--- src/rtl/lapc_pkg.sv ---
// Shared types and constants for the lock actuator and pattern controller.
`default_nettype none
package lapc_pkg;

	// request codes carried on req_type
	typedef enum logic [2:0] {
		REQ_TICK   = 3'd0,
		REQ_UNLOCK = 3'd1,
		REQ_LOCK   = 3'd2,
		REQ_BEEP   = 3'd3,
		REQ_LED    = 3'd4
	} req_t;

	// led mode codes carried on cmd_value
	localparam logic signed [7:0] LED_MODE_OFF   = 8'sd0;
	localparam logic signed [7:0] LED_MODE_ON    = 8'sd1;
	localparam logic signed [7:0] LED_MODE_SLOW  = 8'sd2;
	localparam logic signed [7:0] LED_MODE_FAST  = 8'sd3;

	localparam int unsigned ELAPSED_W = 17;
	localparam int unsigned PHASE_W   = 9;
	localparam int unsigned COUNT_W   = 8;

	localparam logic [ELAPSED_W-1:0] MS_PER_SEC  = 17'd1000;
	localparam logic [ELAPSED_W-1:0] ELAPSED_MAX = {ELAPSED_W{1'b1}};

	// pattern timing in ms and pulse counts
	localparam logic [PHASE_W-1:0] CHIRP_ON_MS    = 9'd50;
	localparam logic [PHASE_W-1:0] BEEP_SHORT_MS  = 9'd100;
	localparam logic [PHASE_W-1:0] BEEP_LONG_ON   = 9'd300;
	localparam logic [PHASE_W-1:0] BEEP_LONG_OFF  = 9'd200;
	localparam logic [PHASE_W-1:0] BLINK_SLOW_MS  = 9'd200;
	localparam logic [PHASE_W-1:0] BLINK_FAST_MS  = 9'd100;
	localparam logic [COUNT_W-1:0] BLINK_SLOW_CNT = 8'd3;
	localparam logic [COUNT_W-1:0] BLINK_FAST_CNT = 8'd5;

	// control from the request decoder to the pattern engine
	typedef struct packed {
		logic               step;
		logic               tick;
		logic               start;
		logic               on_led;
		logic [COUNT_W-1:0] count;
		logic [PHASE_W-1:0] on_ms;
		logic [PHASE_W-1:0] off_ms;
		logic               led_wr;
		logic               led_val;
	} pat_ctrl_t;

	// status from the pattern engine: current busy and levels after this step
	typedef struct packed {
		logic busy;
		logic active_nxt;
		logic buzzer_nxt;
		logic led_nxt;
	} pat_stat_t;

endpackage
`default_nettype wire

--- src/rtl/lapc_pattern.sv ---
// Beep and blink pattern engine with buzzer and led level registers.
`default_nettype none
module lapc_pattern (
	input  wire logic                 clk,
	input  wire logic                 arst_n,
	input  wire lapc_pkg::pat_ctrl_t  ctrl,
	output      lapc_pkg::pat_stat_t  stat
);
	import lapc_pkg::*;

	logic               act_q, on_led_q, high_q, buzz_q, led_q;
	logic [PHASE_W-1:0] ph_q, on_q, off_q;
	logic [COUNT_W-1:0] pl_q;

	logic               act_n, on_led_n, high_n, buzz_n, led_n;
	logic [PHASE_W-1:0] ph_n, on_n, off_n;
	logic [COUNT_W-1:0] pl_n;

	// work out the pattern state after the word in flight
	always_comb begin
		act_n    = act_q;
		on_led_n = on_led_q;
		high_n   = high_q;
		buzz_n   = buzz_q;
		led_n    = led_q;
		ph_n     = ph_q;
		on_n     = on_q;
		off_n    = off_q;
		pl_n     = pl_q;
		if (ctrl.tick && act_q) begin
			// count down one ms of the current phase
			ph_n = ph_q - PHASE_W'(ph_q != '0);
			if (ph_n == '0) begin
				if (high_q) begin
					if (on_led_q) led_n = 1'b0;
					else buzz_n = 1'b0;
					high_n = 1'b0;
				end
				if (high_q && off_q != '0) begin
					ph_n = off_q;
				end else begin
					// close the pulse and start the next one, or end the pattern after the last
					pl_n = pl_q - COUNT_W'(pl_q != '0);
					if (pl_n == '0) begin
						act_n  = 1'b0;
						high_n = 1'b0;
						ph_n   = '0;
					end else begin
						high_n = 1'b1;
						ph_n   = on_q;
						if (on_led_q) led_n = 1'b1;
						else buzz_n = 1'b1;
					end
				end
			end
		end else if (ctrl.start) begin
			act_n    = 1'b1;
			on_led_n = ctrl.on_led;
			pl_n     = ctrl.count;
			on_n     = ctrl.on_ms;
			off_n    = ctrl.off_ms;
			high_n   = 1'b1;
			ph_n     = ctrl.on_ms;
			if (ctrl.on_led) led_n = 1'b1;
			else buzz_n = 1'b1;
		end else if (ctrl.led_wr) begin
			led_n = ctrl.led_val;
		end
	end

	// commit the state when the word leaves the input register
	always_ff @(posedge clk or negedge arst_n) begin
		if (!arst_n) begin
			act_q    <= 1'b0;
			on_led_q <= 1'b0;
			high_q   <= 1'b0;
			buzz_q   <= 1'b0;
			led_q    <= 1'b0;
			ph_q     <= '0;
			on_q     <= '0;
			off_q    <= '0;
			pl_q     <= '0;
		end else if (ctrl.step) begin
			act_q    <= act_n;
			on_led_q <= on_led_n;
			high_q   <= high_n;
			buzz_q   <= buzz_n;
			led_q    <= led_n;
			ph_q     <= ph_n;
			on_q     <= on_n;
			off_q    <= off_n;
			pl_q     <= pl_n;
		end
	end

	assign stat.busy       = act_q;
	assign stat.active_nxt = act_n;
	assign stat.buzzer_nxt = buzz_n;
	assign stat.led_nxt    = led_n;

`ifndef SYNTHESIS
	a_active_has_pulses: assert property (@(posedge clk) disable iff (!arst_n)
		act_q |-> (pl_q != '0 && ph_q != '0))
		else $error("pattern active with no pulse or phase time left");
	a_idle_line_low: assert property (@(posedge clk) disable iff (!arst_n)
		(ctrl.step && act_q && !act_n) |-> (on_led_q ? !led_n : !buzz_n))
		else $error("pattern ended with its line high");
`endif
endmodule
`default_nettype wire

--- src/rtl/lock_actuator_pattern_controller.sv ---
// Lock actuator and pattern controller: relay timeout, request decode, output register.
// A word accepted into the input register passes through decode into the result register.
// Throughput: one word per cycle while the receiver does not stall; an input register
// feeds one pass of decode, counter and compare logic, which loads the result register.
// The input stalls only while both registers hold words and the receiver stalls.
// Reset (arst_n low) locks the relay, stops any pattern and empties both registers.
`default_nettype none
module lock_actuator_pattern_controller (
	input  wire logic              clk,
	input  wire logic              arst_n,
	input  wire logic              in_valid,
	output      logic              in_stall,
	input  wire logic [2:0]        req_type,
	input  wire logic signed [7:0] cmd_value,
	output      logic              out_valid,
	input  wire logic              out_stall,
	output      logic              relay_out,
	output      logic              buzzer_out,
	output      logic              led_out,
	output      logic              accepted,
	output      logic              busy_res,
	output      logic              auto_locked
);
	import lapc_pkg::*;

	logic                     vld_s1;
	logic [2:0]               req_s1;
	logic signed [7:0]        val_s1;
	logic                     fire;

	logic                     relay_q, tmo_q;
	logic [ELAPSED_W-1:0]     elapsed_q, limit_q;
	logic                     relay_n, tmo_n, acc_n, relock_n;
	logic [ELAPSED_W-1:0]     elapsed_n, limit_n;

	pat_ctrl_t                pctl;
	pat_stat_t                pst;

	// move a word on when the result register is free or being emptied
	assign fire     = vld_s1 && (!out_valid || !out_stall);
	assign in_stall = vld_s1 && !fire;

	// input register
	always_ff @(posedge clk or negedge arst_n) begin
		if (!arst_n) begin
			vld_s1 <= 1'b0;
		end else if (in_valid && !in_stall) begin
			vld_s1 <= 1'b1;
		end else if (fire) begin
			vld_s1 <= 1'b0;
		end
	end

	always_ff @(posedge clk) begin
		if (in_valid && !in_stall) begin
			req_s1 <= req_type;
			val_s1 <= cmd_value;
		end
	end

	// decode the word and update the relay timer
	always_comb begin
		relay_n   = relay_q;
		tmo_n     = tmo_q;
		elapsed_n = elapsed_q;
		limit_n   = limit_q;
		acc_n     = 1'b1;
		relock_n  = 1'b0;
		pctl      = '0;
		pctl.step = fire;
		if (req_s1 == REQ_TICK) begin
			pctl.tick = 1'b1;
			if (relay_q && tmo_q && elapsed_q != ELAPSED_MAX) begin
				elapsed_n = elapsed_q + ELAPSED_W'(1);
			end
		end else if (pst.busy) begin
			acc_n = 1'b0;
		end else begin
			case (req_s1)
				REQ_UNLOCK: begin
					relay_n   = 1'b1;
					elapsed_n = '0;
					tmo_n     = !val_s1[7];
					limit_n   = val_s1[7] ? '0 : ELAPSED_W'(val_s1[6:0]) * MS_PER_SEC;
				end
				REQ_LOCK: begin
					relay_n = 1'b0;
					tmo_n   = 1'b0;
				end
				REQ_BEEP: begin
					pctl.start = 1'b1;
					if (val_s1 == 8'sd0) begin
						pctl.count = COUNT_W'(1);
						pctl.on_ms = CHIRP_ON_MS;
					end else if (!val_s1[7]) begin
						pctl.count  = val_s1;
						pctl.on_ms  = BEEP_SHORT_MS;
						pctl.off_ms = BEEP_SHORT_MS;
					end else begin
						pctl.count  = COUNT_W'(-val_s1);
						pctl.on_ms  = BEEP_LONG_ON;
						pctl.off_ms = BEEP_LONG_OFF;
					end
				end
				REQ_LED: begin
					if (val_s1 == LED_MODE_OFF || val_s1 == LED_MODE_ON) begin
						pctl.led_wr  = 1'b1;
						pctl.led_val = val_s1[0];
					end else if (val_s1 == LED_MODE_SLOW) begin
						pctl.start  = 1'b1;
						pctl.on_led = 1'b1;
						pctl.count  = BLINK_SLOW_CNT;
						pctl.on_ms  = BLINK_SLOW_MS;
						pctl.off_ms = BLINK_SLOW_MS;
					end else if (val_s1 == LED_MODE_FAST) begin
						pctl.start  = 1'b1;
						pctl.on_led = 1'b1;
						pctl.count  = BLINK_FAST_CNT;
						pctl.on_ms  = BLINK_FAST_MS;
						pctl.off_ms = BLINK_FAST_MS;
					end
				end
				default: begin
				end
			endcase
		end
		// relock once the timeout has run out and no pattern plays
		if (!pst.active_nxt && relay_n && tmo_n && elapsed_n > limit_n) begin
			relay_n  = 1'b0;
			tmo_n    = 1'b0;
			relock_n = 1'b1;
		end
	end

	lapc_pattern u_pattern (
		.clk    (clk),
		.arst_n (arst_n),
		.ctrl   (pctl),
		.stat   (pst)
	);

	// relay timer state
	always_ff @(posedge clk or negedge arst_n) begin
		if (!arst_n) begin
			relay_q   <= 1'b0;
			tmo_q     <= 1'b0;
			elapsed_q <= '0;
			limit_q   <= '0;
		end else if (fire) begin
			relay_q   <= relay_n;
			tmo_q     <= tmo_n;
			elapsed_q <= elapsed_n;
			limit_q   <= limit_n;
		end
	end

	// result register
	always_ff @(posedge clk or negedge arst_n) begin
		if (!arst_n) begin
			out_valid <= 1'b0;
		end else if (fire) begin
			out_valid <= 1'b1;
		end else if (!out_stall) begin
			out_valid <= 1'b0;
		end
	end

	always_ff @(posedge clk) begin
		if (fire) begin
			relay_out   <= relay_n;
			buzzer_out  <= pst.buzzer_nxt;
			led_out     <= pst.led_nxt;
			accepted    <= acc_n;
			busy_res    <= pst.active_nxt;
			auto_locked <= relock_n;
		end
	end

`ifndef SYNTHESIS
	a_reject_only_busy: assert property (@(posedge clk) disable iff (!arst_n)
		(out_valid && !accepted) |-> busy_res)
		else $error("word rejected with no pattern playing");
	a_relock_idle: assert property (@(posedge clk) disable iff (!arst_n)
		(out_valid && auto_locked) |-> (!relay_out && !busy_res))
		else $error("relock reported with relay open or pattern playing");
	a_stall_full: assert property (@(posedge clk) disable iff (!arst_n)
		in_stall |-> (vld_s1 && out_valid && out_stall))
		else $error("input stalled while the pipeline can move");
	a_timer_off_locked: assert property (@(posedge clk) disable iff (!arst_n)
		tmo_q |-> relay_q)
		else $error("relock timer armed with the relay locked");
`endif
endmodule
`default_nettype wire
--- config.mk ---
export PLATFORM = sky130hd
export DESIGN_NAME = lock_actuator_pattern_controller
export DESIGN_NICKNAME = d
export VERILOG_FILES = /design/src/rtl/lapc_pkg.sv /design/src/rtl/lapc_pattern.sv /design/src/rtl/lock_actuator_pattern_controller.sv
export SDC_FILE = /design/constraint.sdc
export NUM_CORES = 1
export LEC_CHECK = 0
export BUFFER_PORTS_ARGS = -buffer_cell sky130_fd_sc_hd__buf_2
export CAP_MARGIN = 20
export CORE_MARGIN = 2
export CORE_UTILIZATION = 55
export DETAILED_ROUTE_END_ITERATION = 7
export GPL_ROUTABILITY_DRIVEN = 0
export PLACE_DENSITY = 0.75
export SYNTH_ARGS = -nofsm -noshare
export SYNTH_HDL_FRONTEND = slang
export SYNTH_SLANG_ARGS = --single-unit
--- constraint.sdc ---
create_clock -name clk -period 6.9 [get_ports clk]
set_input_delay 1.38 -clock clk [delete_from_list [all_inputs] [get_ports clk]]
set_output_delay 1.38 -clock clk [all_outputs]
set_load 0.05 [all_outputs]
# --- After elaboration in Yosys (flattened, before gate mapping) ---
# Cells that the tools add are included.
totals:
  reg_bits: 95
  output_inout_bits: 8
  inputBits: 15
  wordCells: 146
classes:
  n_reduce_logical: 31
  mux: 74
  addsub: 4
  eq_ne: 11
  order_cmp: 1
  bitwise: 1
  mul: 1
op_table:
  columns: ["op", "n"]
  rows:
  - ["$mux W17", 9]
  - ["$mux W28", 3]
  - ["$mux W30", 2]
  - ["$mux W9", 6]
  - ["$pmux W26 S2", 1]
  - ["$mux W1", 43]
  - ["$mux W8", 4]
  - ["$mux W26", 1]
  - ["$reduce_bool A9 Y1", 2]
  - ["$add A17 B1 Y17 const B", 1]
  - ["$gt A17 B17 Y1", 1]
  - ["$ne A17 B17 Y1 const B", 1]
  - ["$eq A8 B3 Y1 const B", 2]
  - ["$logic_not A8 Y1", 2]
  - ["$mul A7 B7 Y14 const B", 1]
  - ["$logic_and A1 B1 Y1", 10]
  - ["$logic_not A9 Y1", 1]
  - ["$sub A9 B1 Y9", 1]
  - ["$eq A8 B2 Y1 const B", 1]
  - ["$neg A8 Y8", 1]
  - ["$reduce_bool A8 Y1", 1]
  - ["$sub A8 B1 Y8", 1]
  - ["$eq A3 B2 Y1 const B", 2]
  - ["$logic_not A1 Y1", 6]
  - ["other kinds (13)", 20]

# --- Logic depth before layout (Yosys ltp) ---
# Gate-level depths: netlist of run 1.
depth:
  word_depth: 14
  ltp_mapped: 23
  ltp_nobuf: 23

# --- Modules after synthesis ---
# A second synthesis of run 1 with hierarchy kept.
hier_totals:
  hier_cells: 807
  area_unflattened_um2: 7150.6
by_module_without_submodules:
  columns: ["mod", "n_inst", "cells_per_inst", "seq_area_each_um2", "area_each_um2"]
  rows:
  - ["lock_actuator_pattern_controller", 1, 509, 1461.4, 4621.9]
  - ["lapc_pattern", 1, 298, 1001.0, 2528.7]

# --- Worst setup path before layout of run 1 ---
# OpenSTA, ideal clock, no wires.
synth_timing:
  path_type: "register to register"
  start: "reg val_s1[0]"
  end: "reg auto_locked (data pin)"
  period_less_slack_ps: 5415
  setup_ps: 255
  slack_ps: 1485
  n_path_buf: 0
  path_stages_with_launch: 20
  arrival_time_ps: 5161
  required_time_ps: 6645
  path_cell_list: "edfxtp_1 > fa_1 > fa_1 > inv_1 > fa_1 > fa_1 > inv_1 > ha_1 > o21ai_1 > a21oi_1 > o21ai_0 > nand2b_1 > a221oi_1 > xnor2_1 > a22oi_1 > ha_1 > nand4_1 > nor4_1 > a2111oi_4 > and2_1"
synth_between:
  elab_chain_len: 14
  word_cells_on_any_way: 24
  cone_classes: "1 x mul; 1 x order compare; 3 x eq/ne; 13 x mux; 6 x reduce/logical"
synth_lines:
  columns: ["item", "line", "source"]
  rows:
  - ["from (decl)", "lock_actuator_pattern_controller.sv:28", "logic signed [7:0] val_s1;"]
  - ["from (signal assigned)", "lock_actuator_pattern_controller.sv:57", "val_s1 <= cmd_value;"]
  - ["parallel branches: the longest is 12 deep, another holds $gt A17 B17 Y1", null, null]
  - ["$logic_and A1 B1 Y1 (*)", "lock_actuator_pattern_controller.sv:128", "if (!pst.active_nxt && relay_n && tmo_n && elapsed_n > limit_n) begin"]
  - ["$mux W1 (*)", "lock_actuator_pattern_controller.sv:128", null]
  - ["via relock_n", "lock_actuator_pattern_controller.sv:33", "logic relay_n, tmo_n, acc_n, relock_n;"]
  - ["to (signal assigned)", "lock_actuator_pattern_controller.sv:175", "auto_locked <= relock_n;"]
  - ["to (decl)", "lock_actuator_pattern_controller.sv:22", "output logic auto_locked"]
# Mark *: on every way through the listed nets, which the timed path passes.
# A chain may end at the register's enable or synchronous reset.

# --- Worst setup path in the final report of run 1 ---
# Ends and elaborated chain as after synthesis.

==> results of run 1 <==
power by group through the flow:
stage / clock network, uW / registers, uW / logic (uW)
final: 491 / 722 / 1060
after global routing: 521 / 736 / 1200
after global placement: 0 / 724 / 1010
after floorplan: 0 / 718 / 812
after detailed placement: 0 / 727 / 1040
after CTS: 497 / 718 / 1050
synthesized netlist by cell type, drive strengths merged (4+ instances only):
library cell / number / share of area
nand2b: 12 / 0.012
or3: 4 / 0.0046
a221oi: 5 / 0.0068
clkbuf: 17 / 0.0098
mux2: 5 / 0.0087
inv: 48 / 0.028
nor4: 5 / 0.0071
xor2: 5 / 0.0068
nand4: 11 / 0.012
a31oi: 13 / 0.013
a22o: 12 / 0.016
buf: 6 / 0.0054
fa: 18 / 0.056
and2: 10 / 0.0097
nor2b: 6 / 0.0058
a22oi: 5 / 0.0058
a21o: 6 / 0.0070
dfrtp: 69 / 0.27
nand2: 102 / 0.059
edfxtp: 17 / 0.079
nor3: 15 / 0.014
a211oi: 5 / 0.0058
a21oi: 33 / 0.026
o31ai: 17 / 0.020
o21ai: 59 / 0.046
nor2: 52 / 0.031
mux2i: 5 / 0.0077
nand3: 27 / 0.021
and4: 5 / 0.0068
xnor2: 18 / 0.024
ha: 65 / 0.13
registers in the layout (all words and copies together), names as in the netlist, 2 cells and up:
name             count
val_s1               8
u_pattern.ph_q       9
u_pattern.off_q      2
u_pattern.pl_q       8
u_pattern.on_q       7
req_s1               3
limit_q             17
elapsed_q           17
stage by stage:
stage | total power [uW] | setup WS (ps)
2_1_floorplan | 1530 | 1480
4_1_cts | 2270 | 1060
5_1_grt | 2460 | 721
3_5_place_dp | 1770 | 1080
3_3_place_gp | 1730 | 1210
6_report | 2270 | 1080
layout make-up:
type | instances | area share
tap | 143 | 0.0256
timing repair buffer | 25 | 0.0190
clock buffer | 10 | 0.0358
inverter | 48 | 0.0258
multi-input combinational | 557 | 0.567
clock inverter | 6 | 0.00715
sequential | 86 | 0.320
cell families after synthesis:
| group | Yosys count | share of synthesized area |
|---|---|---|
| compound gates | 178 | 0.179 |
| xor+xnor | 23 | 0.0311 |
| fa+ha+maj | 83 | 0.181 |
| buf+inv | 71 | 0.0431 |
| flops | 86 | 0.345 |
| mux | 10 | 0.0164 |
| simple gates | 263 | 0.204 |
worst max-delay path, stage by stage (launching register included):
cell and delay [ps]:
sky130_fd_sc_hd__edfxtp_1 550, sky130_fd_sc_hd__fa_1 580, sky130_fd_sc_hd__fa_1 520, sky130_fd_sc_hd__inv_1 50
sky130_fd_sc_hd__fa_1 490, sky130_fd_sc_hd__fa_1 510, sky130_fd_sc_hd__inv_1 40, sky130_fd_sc_hd__ha_1 330
sky130_fd_sc_hd__o21ai_1 180, sky130_fd_sc_hd__inv_1 50, sky130_fd_sc_hd__a21oi_1 230, sky130_fd_sc_hd__o21bai_1 110
sky130_fd_sc_hd__a41oi_1 250, sky130_fd_sc_hd__xnor2_1 170, sky130_fd_sc_hd__a22oi_1 120, sky130_fd_sc_hd__ha_1 360
sky130_fd_sc_hd__nand4_1 160, sky130_fd_sc_hd__nor4_1 520, sky130_fd_sc_hd__a2111oi_4 160, sky130_fd_sc_hd__and2_1 190
metal layers:
metal,vias up,global-route usage,routed length (um)
met1,2542,0.341,6730
met2,171,0.389,6730
met3,26,0.0383,821
met5,-,0,0
met4,0,0.0748,263
li1,2588,-,-
worst paths after layout:
check / slack [ps] / from / end / depth (start not counted)
setup / recovery: 1080 / val_s1[0] / auto_locked / 19
setup reg to reg: 1080 / val_s1[0] / auto_locked / 19
max in group asynchronous: 5070 / arst_n / u_pattern.ph_q[3] / 2
hold reg to reg: 480 / limit_q[0] / limit_q[0] / 1
min in group asynchronous: 1200 / arst_n / limit_q[13] / 2
hold / removal: 480 / limit_q[0] / limit_q[0] / 1
==> results_tabular.tex, run 1 <==
\begin{tabular}{lr}
\hline
Metric & Value \\
\hline
\multicolumn{2}{l}{\textbf{Outcome}} \\
Result of the run & completed \\
\multicolumn{2}{l}{\textbf{Routing}} \\
Detailed-route wire length per cell & about 17 um \\
Router iterations before antenna repair & 5 \\
DRC marker count from the first detailed-route iteration & 326 \\
Post-route DRC & 0 \\
Detail Route Antenna Nets & 0 \\
Average vias per placed instance & between 6 and 7 \\
Wire length reported by the detailed router & 14.6 mm \\
Total via count in the routed design & 5327 \\
\multicolumn{2}{l}{\textbf{GRT}} \\
Global Route Usage Sum & 0.243 \\
Largest net degree at the start of global routing & 70 \\
Number of antenna violations at the first check in global routing & 0 \\
Global route total overflow & 0 \\
First-pass GRT wire length & 25.1 mm \\
Vias in the first global route & 5259 \\
\multicolumn{2}{l}{\textbf{Clocking}} \\
Number of hold buffers added after cts & 0 \\
Maximum level of the CTS H-tree & 3 \\
CTS sink count & 86 \\
Master cell of the clock root buffer & sky130\_fd\_sc\_hd\_\_clkbuf\_16 \\
Cts repair resizes & 0 \\
Clock latency reported for the late side of the worst-skew pair & 350 ps \\
TritonCTS clock tree & done \\
Post CTS Setup Buffer Count & 0 \\
Reg clk slew, reported paths & $\sim$70 ps \\
Number of clock buffers inserted by TritonCTS & 9 \\
Buffer levels on the longest clock path & 2 \\
\multicolumn{2}{l}{\textbf{Place}} \\
Placed cells & around 860 \\
Half-perimeter wire length after placement & 10.8 mm \\
Port-buffer cells & 22 \\
Standard cell area after detailed placement & 6700 um2 \\
\multicolumn{2}{l}{\textbf{Die}} \\
Number of placement rows & 39 \\
Chip Width & 113 um \\
Core area & 11500 um2 \\
I/O pin cnt & 23 \\
Initial standard-cell utilization of the core & 0.565 \\
Floorplan die area & between 10000 and 15000 um2 \\
Die Y & approximately 110 um \\
\multicolumn{2}{l}{\textbf{Power and ir drop}} \\
Max rail drop VDD & about 180 uV \\
Leak pwr & approximately 0.0031 uW \\
Fraction of power consumed by the clock network & 0.216 \\
Combinational Power Share & 0.466 \\
Power per cell area & 324 nW/um2 \\
Switching fraction of total power & 0.415 \\
Design internal power & 1330 uW \\
Switching power & 942 uW \\
Seq pwr share & 0.318 \\
\multicolumn{2}{l}{\textbf{Timing}} \\
Final setup viols & 0 \\
Slew Viols, Final & 0 \\
Unrepaired setup endpoints after global routing & no \\
Max frequency & 0.172 GHz \\
Transition time at the pin with the least slew margin & roughly 1000 ps \\
Setup total negative slack & 0 ps \\
Hold Vio Cnt, Final & 0 \\
Worst clock skew & about 7.8 ps \\
Hold WS & 479 ps \\
Post-route clock period utilization & 0.843 \\
Minimum clock period after layout & $\sim$5800 ps \\
Slew Limit Headroom & 0.324 \\
\multicolumn{2}{l}{\textbf{Cells and area}} \\
Multi-input gate area in the final layout & 3970 um2 \\
Area occupied by registers & 2240 um2 \\
Filler Cells Inserted & 972 \\
Highest-count cells in the layout ignoring fill and taps & sky130\_fd\_sc\_hd\_\_nand2\_1 (101), sky130\_fd\_sc\_hd\_\_dfrtp\_1 (69), sky130\_fd\_sc\_hd\_\_ha\_1 (65) \\
Final Net Count & 825 \\
Share of final-layout standard cells stronger than drive strength 1 & 0.0915 \\
Leading cell type in the layout, fill and taps excluded & sky130\_fd\_sc\_hd\_\_nand2\_1 \\
Final standard cell count with taps included and fillers excluded & 875 \\
Area growth, synth to finish & 8.00\% \\
Diode insertion count for antenna repair & 0 \\
Cell area after layout & 7000 um2 \\
Final Core Density & 0.610 \\
\multicolumn{2}{l}{\textbf{Critical path}} \\
Path type of the worst setup path & flip-flop to flip-flop \\
Worst Path Arrival & $\sim$5900 ps \\
Kind of end point of the critical path & flip-flop \\
Required time of the critical path & about 7000 ps \\
Critical Path Source Type & flip-flop \\
Critical path fanouts, max & 9 \\
\multicolumn{2}{l}{\textbf{Synth}} \\
Syn avg cell area & about 9.1 um2 \\
Most instantiated flip-flop cell in the synthesis netlist & sky130\_fd\_sc\_hd\_\_dfrtp\_1 \\
Seq/Total Area, Yosys & 0.345 \\
Register bit total from synthesis & 86 \\
Net count after synthesis & 812 \\
Number of distinct library cells after synthesis & 73 \\
Post-synthesis async set-or-reset flop share & 0.802 \\
Number of standard cells after synthesis & 714 \\
YS warnings & 0 \\
Area of the mapped netlist & 6480 um2 \\
Number of synthesized flops with an enable pin & 17 \\
\multicolumn{2}{l}{\textbf{Run}} \\
Max-Cap Viols & 0 \\
\multicolumn{2}{l}{\textbf{Worst hold path}} \\
Class of the worst hold path & flip-flop to flip-flop \\
\hline
\end{tabular}
No activity file was read; power rests on OpenSTA's default activity.
==> inputs of run 2 (changes only) <==
Settings changed: PLACE_DENSITY 0.75 to 0.78.
Clock period 6.9 ns to 4.87 ns, I/O delays scaled along.
==> results_tabular.tex, run 2 (same netlist as run 1, synthesis figures left out) <==
\begin{tabular}{lr}
\hline
Metric & Value \\
\hline
\multicolumn{2}{l}{\textbf{Power and ir drop}} \\
Max rail drop VDD & 336 uV (was 175 uV) \\
Leak pwr & 0.00331 uW (was 0.00309 uW) \\
Power per cell area & 481 nW/um2 (was 324 nW/um2) \\
Post-layout power & 3560 uW (was 2270 uW) \\
\multicolumn{2}{l}{\textbf{Timing}} \\
Slew Limit Headroom & 0.316 (was 0.324) \\
Final setup viols & 4 (was 0) \\
Setup total negative slack & -1200 ps (was 0 ps) \\
Slew Viols, Final & 0 (unchanged) \\
Worst clock skew & 6.26 ps (was 7.76 ps) \\
Unrepaired setup endpoints after global routing & yes (was no) \\
Max frequency & 0.190 GHz (was 0.172 GHz) \\
Hold Vio Cnt, Final & 0 (unchanged) \\
Final setup slack of the worst path & -380 ps (was 1080 ps) \\
Minimum clock period after layout & 5250 ps (was 5820 ps) \\
Transition time at the pin with the least slew margin & 1020 ps (was 1010 ps) \\
Post-route clock period utilization & 1.08 (was 0.843) \\
\multicolumn{2}{l}{\textbf{Clocking}} \\
Master cell of the clock root buffer & sky130\_fd\_sc\_hd\_\_clkbuf\_16 (unchanged) \\
Maximum level of the CTS H-tree & 3 (unchanged) \\
Buffer levels on the longest clock path & 2 (unchanged) \\
TritonCTS clock tree & done (unchanged) \\
Number of clock buffers inserted by TritonCTS & 9 (unchanged) \\
CTS sink count & 86 (unchanged) \\
Reg clk slew, reported paths & 60 ps (was 70 ps) \\
Clock latency reported for the late side of the worst-skew pair & 350 ps (about the same) \\
\multicolumn{2}{l}{\textbf{Cells and area}} \\
Highest-count cells in the layout ignoring fill and taps & sky130\_fd\_sc\_hd\_\_nand2\_1 (101), sky130\_fd\_sc\_hd\_\_dfrtp\_1 (69), sky130\_fd\_sc\_hd\_\_ha\_1 (63) (was sky130\_fd\_sc\_hd\_\_nand2\_1 (101), sky130\_fd\_sc\_hd\_\_dfrtp\_1 (69), sky130\_fd\_sc\_hd\_\_ha\_1 (65)) \\
Diode insertion count for antenna repair & 0 (unchanged) \\
Largest registers & elapsed\_q x17, limit\_q x17, u\_pattern.ph\_q x9 (unchanged) \\
Final Net Count & 865 (was 825) \\
Area occupied by registers & 2240 um2 (unchanged) \\
Area growth, synth to finish & 14.3\% (was 8.00\%) \\
Leading cell type in the layout, fill and taps excluded & sky130\_fd\_sc\_hd\_\_nand2\_1 (unchanged) \\
Multi-input gate area in the final layout & 4070 um2 (was 3970 um2) \\
Filler Cells Inserted & 912 (was 972) \\
Share of final-layout standard cells stronger than drive strength 1 & 0.159 (was 0.0915) \\
\multicolumn{2}{l}{\textbf{Routing}} \\
Total via count in the routed design & 5565 (was 5327) \\
Average vias per placed instance & 6.08 (was 6.09) \\
Post-route DRC & 0 (unchanged) \\
Wire length reported by the detailed router & 15.1 mm (was 14.6 mm) \\
DRC marker count from the first detailed-route iteration & 475 (was 326) \\
Detailed-route wire length per cell & 16.5 um (was 16.6 um) \\
Router iterations before antenna repair & 5 (unchanged) \\
Detail Route Antenna Nets & 0 (unchanged) \\
\multicolumn{2}{l}{\textbf{Critical path}} \\
Kind of end point of the critical path & flip-flop (unchanged) \\
Critical Path Source Type & flip-flop (unchanged) \\
Worst Path Buf+Inv & 3 (unchanged) \\
Worst path top cell family by delay & adder cells (unchanged) \\
Crit Reg-Reg Startpoint & val\_s1[2] (was val\_s1[0]) \\
FF-to-FF End & relay\_out (was auto\_locked) \\
CP max stage delay & 510 ps (was 580 ps) \\
Top cell by count, worst path & sky130\_fd\_sc\_hd\_\_fa\_1 (unchanged) \\
Depth of the worst register-to-register path & 20 (was 19) \\
Critical path fanouts, max & 5 (was 9) \\
Worst Path Arrival & 5330 ps (was 5920 ps) \\
Slowest library cell on the worst path & sky130\_fd\_sc\_hd\_\_fa\_1 (unchanged) \\
Path type of the worst setup path & flip-flop to flip-flop (unchanged) \\
Required time of the critical path & 4950 ps (was 7000 ps) \\
CP cell instances & fa\_1 > fa\_1 > inv\_2 > fa\_1 > fa\_1 > inv\_2 > ha\_4 > o21ai\_4 > a21oi\_2 > o21ai\_1 > nand2b\_1 > a221oi\_2 > xnor2\_1 > a22oi\_1 > ha\_1 > nand4\_1 > buf\_4 > nor4\_4 > a2111oi\_4 > a21oi\_1 (was fa\_1 > fa\_1 > inv\_1 > fa\_1 > fa\_1 > inv\_1 > ha\_1 > o21ai\_1 > inv\_1 > a21oi\_1 > o21bai\_1 > a41oi\_1 > xnor2\_1 > a22oi\_1 > ha\_1 > nand4\_1 > nor4\_1 > a2111oi\_4 > and2\_1) \\
Reg2Reg Setup Slack & -380 ps (was 1080 ps) \\
\multicolumn{2}{l}{\textbf{Die}} \\
Chip Width & 113 um (unchanged) \\
I/O pin cnt & 23 (unchanged) \\
Floorplan die area & 12700 um2 (unchanged) \\
Number of placement rows & 39 (unchanged) \\
Die Y & 113 um (unchanged) \\
Initial standard-cell utilization of the core & 0.565 (unchanged) \\
Core area & 11500 um2 (unchanged) \\
\multicolumn{2}{l}{\textbf{Worst hold path}} \\
Cell depth of the worst hold path & 2 (was 1) \\
Worst hold path endpoint & limit\_q[9] (was limit\_q[0]) \\
Class of the worst hold path & flip-flop to flip-flop (unchanged) \\
Critical hold path startpoint & limit\_q[9] (was limit\_q[0]) \\
\multicolumn{2}{l}{\textbf{GRT}} \\
Number of antenna violations at the first check in global routing & 0 (unchanged) \\
Largest net degree at the start of global routing & 39 (was 70) \\
Vias in the first global route & 5449 (was 5259) \\
First-pass GRT wire length & 26.0 mm (was 25.1 mm) \\
Global Route Usage Sum & 0.254 (was 0.243) \\
Global route total overflow & 0 (unchanged) \\
\multicolumn{2}{l}{\textbf{Place}} \\
Port-buffer cells & 22 (unchanged) \\
Half-perimeter wire length after placement & 11.0 mm (was 10.8 mm) \\
\multicolumn{2}{l}{\textbf{Outcome}} \\
Result of the run & finished with violations (was completed) \\
Violated checks & setup timing \\
\multicolumn{2}{l}{\textbf{Run}} \\
Max-Cap Viols & 0 (unchanged) \\
\hline
\end{tabular}
run 2: changes by cell type in the layout (fill, tap and decap cells not counted), moves of 3 or more:
cell,previous run,this run
sky130_fd_sc_hd__a21oi_2,1,4
sky130_fd_sc_hd__o21ai_0,43,40
sky130_fd_sc_hd__buf_4,3,43
sky130_fd_sc_hd__a21oi_1,32,29
run 2: final cells by class:
cell class              count  area share
multi-input cells         557       0.550
flip-flops and latches     86       0.302
repair buffers             65      0.0585
clock buffers               9      0.0304
inverters                  48      0.0243
well taps                 143      0.0242
clock inverters             7     0.00997
run 2: worst max-delay path by stage:
| stage | startpoint | to | depth (start not counted) |
|---|---|---|---|
| floorplan | val_s1[1] | relay_out | 20 |
| global placement | val_s1[1] | relay_out | 20 |
| detailed placement | val_s1[1] | relay_out | 20 |
| CTS | val_s1[2] | relay_out | 20 |
| global route | val_s1[2] | relay_out | 20 |
| finish | val_s1[2] | relay_out | 20 |
run 2: where the power goes:
group	internal [uW]	switching, uW
Sequential	876	125
Clock	399	305
Combinational	841	1010
run 2: worst register-to-register path, cell delays in order (launching register included):
cell and delay [ps]:
sky130_fd_sc_hd__edfxtp_1 480, sky130_fd_sc_hd__fa_1 510, sky130_fd_sc_hd__fa_1 510, sky130_fd_sc_hd__inv_2 40, sky130_fd_sc_hd__fa_1 450, sky130_fd_sc_hd__fa_1 510
sky130_fd_sc_hd__inv_2 50, sky130_fd_sc_hd__ha_4 220, sky130_fd_sc_hd__o21ai_4 140, sky130_fd_sc_hd__a21oi_2 50, sky130_fd_sc_hd__o21ai_1 130, sky130_fd_sc_hd__nand2b_1 130
sky130_fd_sc_hd__a221oi_2 300, sky130_fd_sc_hd__xnor2_1 180, sky130_fd_sc_hd__a22oi_1 90, sky130_fd_sc_hd__ha_1 320, sky130_fd_sc_hd__nand4_1 140, sky130_fd_sc_hd__buf_4 150
sky130_fd_sc_hd__nor4_4 40, sky130_fd_sc_hd__a2111oi_4 430, sky130_fd_sc_hd__a21oi_1 110
run 2: repair_timing:
| item | in CTS | in global routing |
|---|---|---|
| pin swaps | 9 | 5 |
| hold buffers | 0 | 0 |
| buffers inserted | 4 | 3 |
| setup endpoints to repair | 4 | 4 |
| resized for setup | 6 | 5 |
run 2: per-layer routing:
metal | up-vias | share of wire | GRT usage
li1 | 2669 | - | -
met1 | 2655 | 0.42 | 0.334
met2 | 201 | 0.48 | 0.414
met3 | 40 | 0.072 | 0.0518
met4 | 0 | 0.027 | 0.103
met5 | - | 0 | 0
run 2: per-stage QoR:
stage / worst slack [ps] / hold WS, ps / utilization / instance area (um2) / cells
floorplan: -56.7 / 444 / - / 6520 / 714
global placement: -172 / 461 / 0.609 / 6980 / 892
detailed placement: -387 / 466 / 0.609 / 6980 / 892
CTS: -350 / 481 / 0.641 / 7360 / 912
global route: -671 / 498 / 0.645 / 7400 / 915
finish: -380 / 481 / 0.645 / 7400 / 915
==> inputs of run 3 (changes only) <==
Settings changed: CTS_BUF_LIST set to sky130_fd_sc_hd__clkbuf_4.
==> results_tabular.tex, run 3 (same netlist as run 1, synthesis figures left out) <==
\begin{tabular}{lr}
\hline
Metric & Value \\
\hline
\multicolumn{2}{l}{\textbf{Critical path}} \\
Critical Path Source Type & flip-flop (unchanged) \\
Required time of the critical path & 5110 ps (was 4950 ps) \\
Kind of end point of the critical path & flip-flop (unchanged) \\
Critical path fanouts, max & 5 (unchanged) \\
Worst Path Arrival & 5480 ps (was 5330 ps) \\
Path type of the worst setup path & flip-flop to flip-flop (unchanged) \\
\multicolumn{2}{l}{\textbf{Place}} \\
Port-buffer cells & 22 (unchanged) \\
Half-perimeter wire length after placement & 11.0 mm (unchanged) \\
Standard cell area after detailed placement & 6980 um2 (unchanged) \\
\multicolumn{2}{l}{\textbf{Timing}} \\
Post-route clock period utilization & 1.08 (about the same) \\
Hold Vio Cnt, Final & 0 (unchanged) \\
Max frequency & 0.191 GHz (was 0.190 GHz) \\
Final setup viols & 4 (unchanged) \\
Minimum clock period after layout & 5240 ps (was 5250 ps) \\
Slew Viols, Final & 0 (unchanged) \\
Unrepaired setup endpoints after global routing & yes (unchanged) \\
Setup total negative slack & -1230 ps (was -1200 ps) \\
Worst clock skew & 16.7 ps (was 6.26 ps) \\
Slew Limit Headroom & 0.304 (was 0.316) \\
Transition time at the pin with the least slew margin & 1040 ps (was 1020 ps) \\
Final setup slack of the worst path & -373 ps (was -380 ps) \\
\multicolumn{2}{l}{\textbf{Routing}} \\
Wire length reported by the detailed router & 14.9 mm (was 15.1 mm) \\
Detail Route Antenna Nets & 0 (unchanged) \\
Detailed-route wire length per cell & 16.3 um (was 16.5 um) \\
Average vias per placed instance & 6.03 (was 6.08) \\
Total via count in the routed design & 5522 (was 5565) \\
Router iterations before antenna repair & 6 (was 5) \\
Post-route DRC & 0 (unchanged) \\
DRC marker count from the first detailed-route iteration & 445 (was 475) \\
\multicolumn{2}{l}{\textbf{GRT}} \\
Most Crowded Layer GR & met2 (unchanged) \\
First-pass GRT wire length & 25.7 mm (was 26.0 mm) \\
Met1 capacity usage during global routing & 0.331 (was 0.334) \\
Global route total overflow & 0 (unchanged) \\
Number of antenna violations at the first check in global routing & 0 (unchanged) \\
Met2 usage in global routing & 0.410 (was 0.414) \\
Largest net degree at the start of global routing & 39 (unchanged) \\
Global-route met3 utilization & 0.0529 (was 0.0518) \\
Global Route Usage Sum & 0.251 (was 0.254) \\
Vias in the first global route & 5405 (was 5449) \\
\multicolumn{2}{l}{\textbf{Run}} \\
Max-Cap Viols & 0 (unchanged) \\
\multicolumn{2}{l}{\textbf{Cells and area}} \\
Area growth, synth to finish & 11.8\% (was 14.3\%) \\
Cell area after layout & 7240 um2 (was 7400 um2) \\
Filler Cells Inserted & 932 (was 912) \\
Largest registers & elapsed\_q x17, limit\_q x17, u\_pattern.ph\_q x9 (unchanged) \\
Highest-count cells in the layout ignoring fill and taps & sky130\_fd\_sc\_hd\_\_nand2\_1 (101), sky130\_fd\_sc\_hd\_\_dfrtp\_1 (69), sky130\_fd\_sc\_hd\_\_ha\_1 (63) (unchanged) \\
Share of final-layout standard cells stronger than drive strength 1 & 0.159 (unchanged) \\
Final Net Count & 865 (unchanged) \\
Area occupied by registers & 2240 um2 (unchanged) \\
Leading cell type in the layout, fill and taps excluded & sky130\_fd\_sc\_hd\_\_nand2\_1 (unchanged) \\
Diode insertion count for antenna repair & 0 (unchanged) \\
Multi-input gate area in the final layout & 4070 um2 (unchanged) \\
\multicolumn{2}{l}{\textbf{Die}} \\
Die Y & 113 um (unchanged) \\
Initial standard-cell utilization of the core & 0.565 (unchanged) \\
Chip Width & 113 um (unchanged) \\
Core area & 11500 um2 (unchanged) \\
Number of placement rows & 39 (unchanged) \\
I/O pin cnt & 23 (unchanged) \\
Floorplan die area & 12700 um2 (unchanged) \\
\multicolumn{2}{l}{\textbf{Power and ir drop}} \\
Switching power & 1420 uW (was 1440 uW) \\
Max rail drop VDD & 310 uV (was 336 uV) \\
Combinational Power Share & 0.565 (was 0.521) \\
Leak pwr & 0.00324 uW (was 0.00331 uW) \\
Switching fraction of total power & 0.431 (was 0.406) \\
Design internal power & 1870 uW (was 2120 uW) \\
Seq pwr share & 0.303 (was 0.281) \\
Fraction of power consumed by the clock network & 0.132 (was 0.198) \\
Power per cell area & 454 nW/um2 (was 481 nW/um2) \\
\multicolumn{2}{l}{\textbf{Clocking}} \\
Master cell of the clock root buffer & sky130\_fd\_sc\_hd\_\_clkbuf\_4 (was sky130\_fd\_sc\_hd\_\_clkbuf\_16) \\
TritonCTS clock tree & done (unchanged) \\
Maximum level of the CTS H-tree & 3 (unchanged) \\
CTS sink count & 86 (unchanged) \\
Clock latency reported for the late side of the worst-skew pair & 480 ps (was 350 ps) \\
Number of hold buffers added after cts & 0 (unchanged) \\
Reg clk slew, reported paths & 150 ps (was 60 ps) \\
Number of clock buffers inserted by TritonCTS & 9 (unchanged) \\
Buffer levels on the longest clock path & 2 (unchanged) \\
\multicolumn{2}{l}{\textbf{Outcome}} \\
Result of the run & finished with violations (unchanged) \\
Violated checks & setup timing (unchanged) \\
\multicolumn{2}{l}{\textbf{Worst hold path}} \\
Class of the worst hold path & flip-flop to flip-flop (unchanged) \\
\hline
\end{tabular}
-- run 3: cell count changes in the layout (fill, tap and decap cells not counted) --
cell / previous run / this run
sky130_fd_sc_hd__clkbuf_4: 0 / 9
sky130_fd_sc_hd__clkbuf_16: 9 / 0
-- run 3: repair_timing --
action                                  4_1_cts  5_1_grt
hold endpoints to repair                      0        0
pin swaps                                     9        4
gates resized for setup                       8        3
setup buffers                                 5        2
endpoints found under the setup margin        4        4
gates cloned                                  0        0
-- run 3: routing by layer --
metal  vias to the layer above  share of wire
li1                       2667              -
met1                      2610           0.43
met2                       205           0.47
met3                        40          0.068
met4                         0          0.027
met5                         -              0
-- run 3: final cells by class --
type | count | share of cell area
sequential | 86 | 0.309
tap | 143 | 0.0247
timing repair buffer | 65 | 0.0598
clock inverter | 7 | 0.0102
clock buffer | 9 | 0.00933
inverter | 48 | 0.0249
multi-input combinational | 557 | 0.562
-- run 3: power groups by stage --
stage               Combinational [uW]  Clock (uW)  Sequential, uW
floorplan                         1200           0            1020
global placement                  1620           0            1000
detailed placement                1690           0            1010
global route                      2070         465            1020
finish                            1860         434             998
CTS                               1810         439             995
-- run 3: critical path, stage by stage (launching register included) --
cell and delay (ps):
sky130_fd_sc_hd__edfxtp_1 510, sky130_fd_sc_hd__fa_1 510, sky130_fd_sc_hd__fa_1 510, sky130_fd_sc_hd__inv_2 40, sky130_fd_sc_hd__fa_1 450, sky130_fd_sc_hd__fa_1 510
sky130_fd_sc_hd__inv_2 50, sky130_fd_sc_hd__ha_4 220, sky130_fd_sc_hd__o21ai_4 140, sky130_fd_sc_hd__a21oi_2 50, sky130_fd_sc_hd__o21ai_1 130, sky130_fd_sc_hd__nand2b_1 130
sky130_fd_sc_hd__a221oi_2 300, sky130_fd_sc_hd__xnor2_1 180, sky130_fd_sc_hd__a22oi_1 100, sky130_fd_sc_hd__ha_1 320, sky130_fd_sc_hd__nand4_1 140, sky130_fd_sc_hd__buf_4 150
sky130_fd_sc_hd__nor4_4 40, sky130_fd_sc_hd__a2111oi_4 430, sky130_fd_sc_hd__a21oi_1 110
-- run 3: final timing paths --
check	end	cells past startpoint	start	slack (ps)
max	relay_out	20	val_s1[2]	-370
min	limit_q[6]	2	limit_q[6]	500
max reg2reg	relay_out	20	val_s1[2]	-370
min reg2reg	limit_q[6]	2	limit_q[6]	500
max in group asynchronous	u_pattern.pl_q[4]	2	arst_n	3340
min in group asynchronous	limit_q[16]	1	arst_n	570
-- run 3: per-stage QoR --
step	util	hold WS [ps]	power, uW	instances	setup WS (ps)
6_report	0.632	498	3290	915	-373
5_1_grt	0.632	516	3550	915	-659
4_1_cts	0.629	500	3240	913	-346
3_5_place_dp	0.609	466	2700	892	-387
3_3_place_gp	0.609	461	2620	892	-172
2_1_floorplan	-	444	2220	714	-56.7
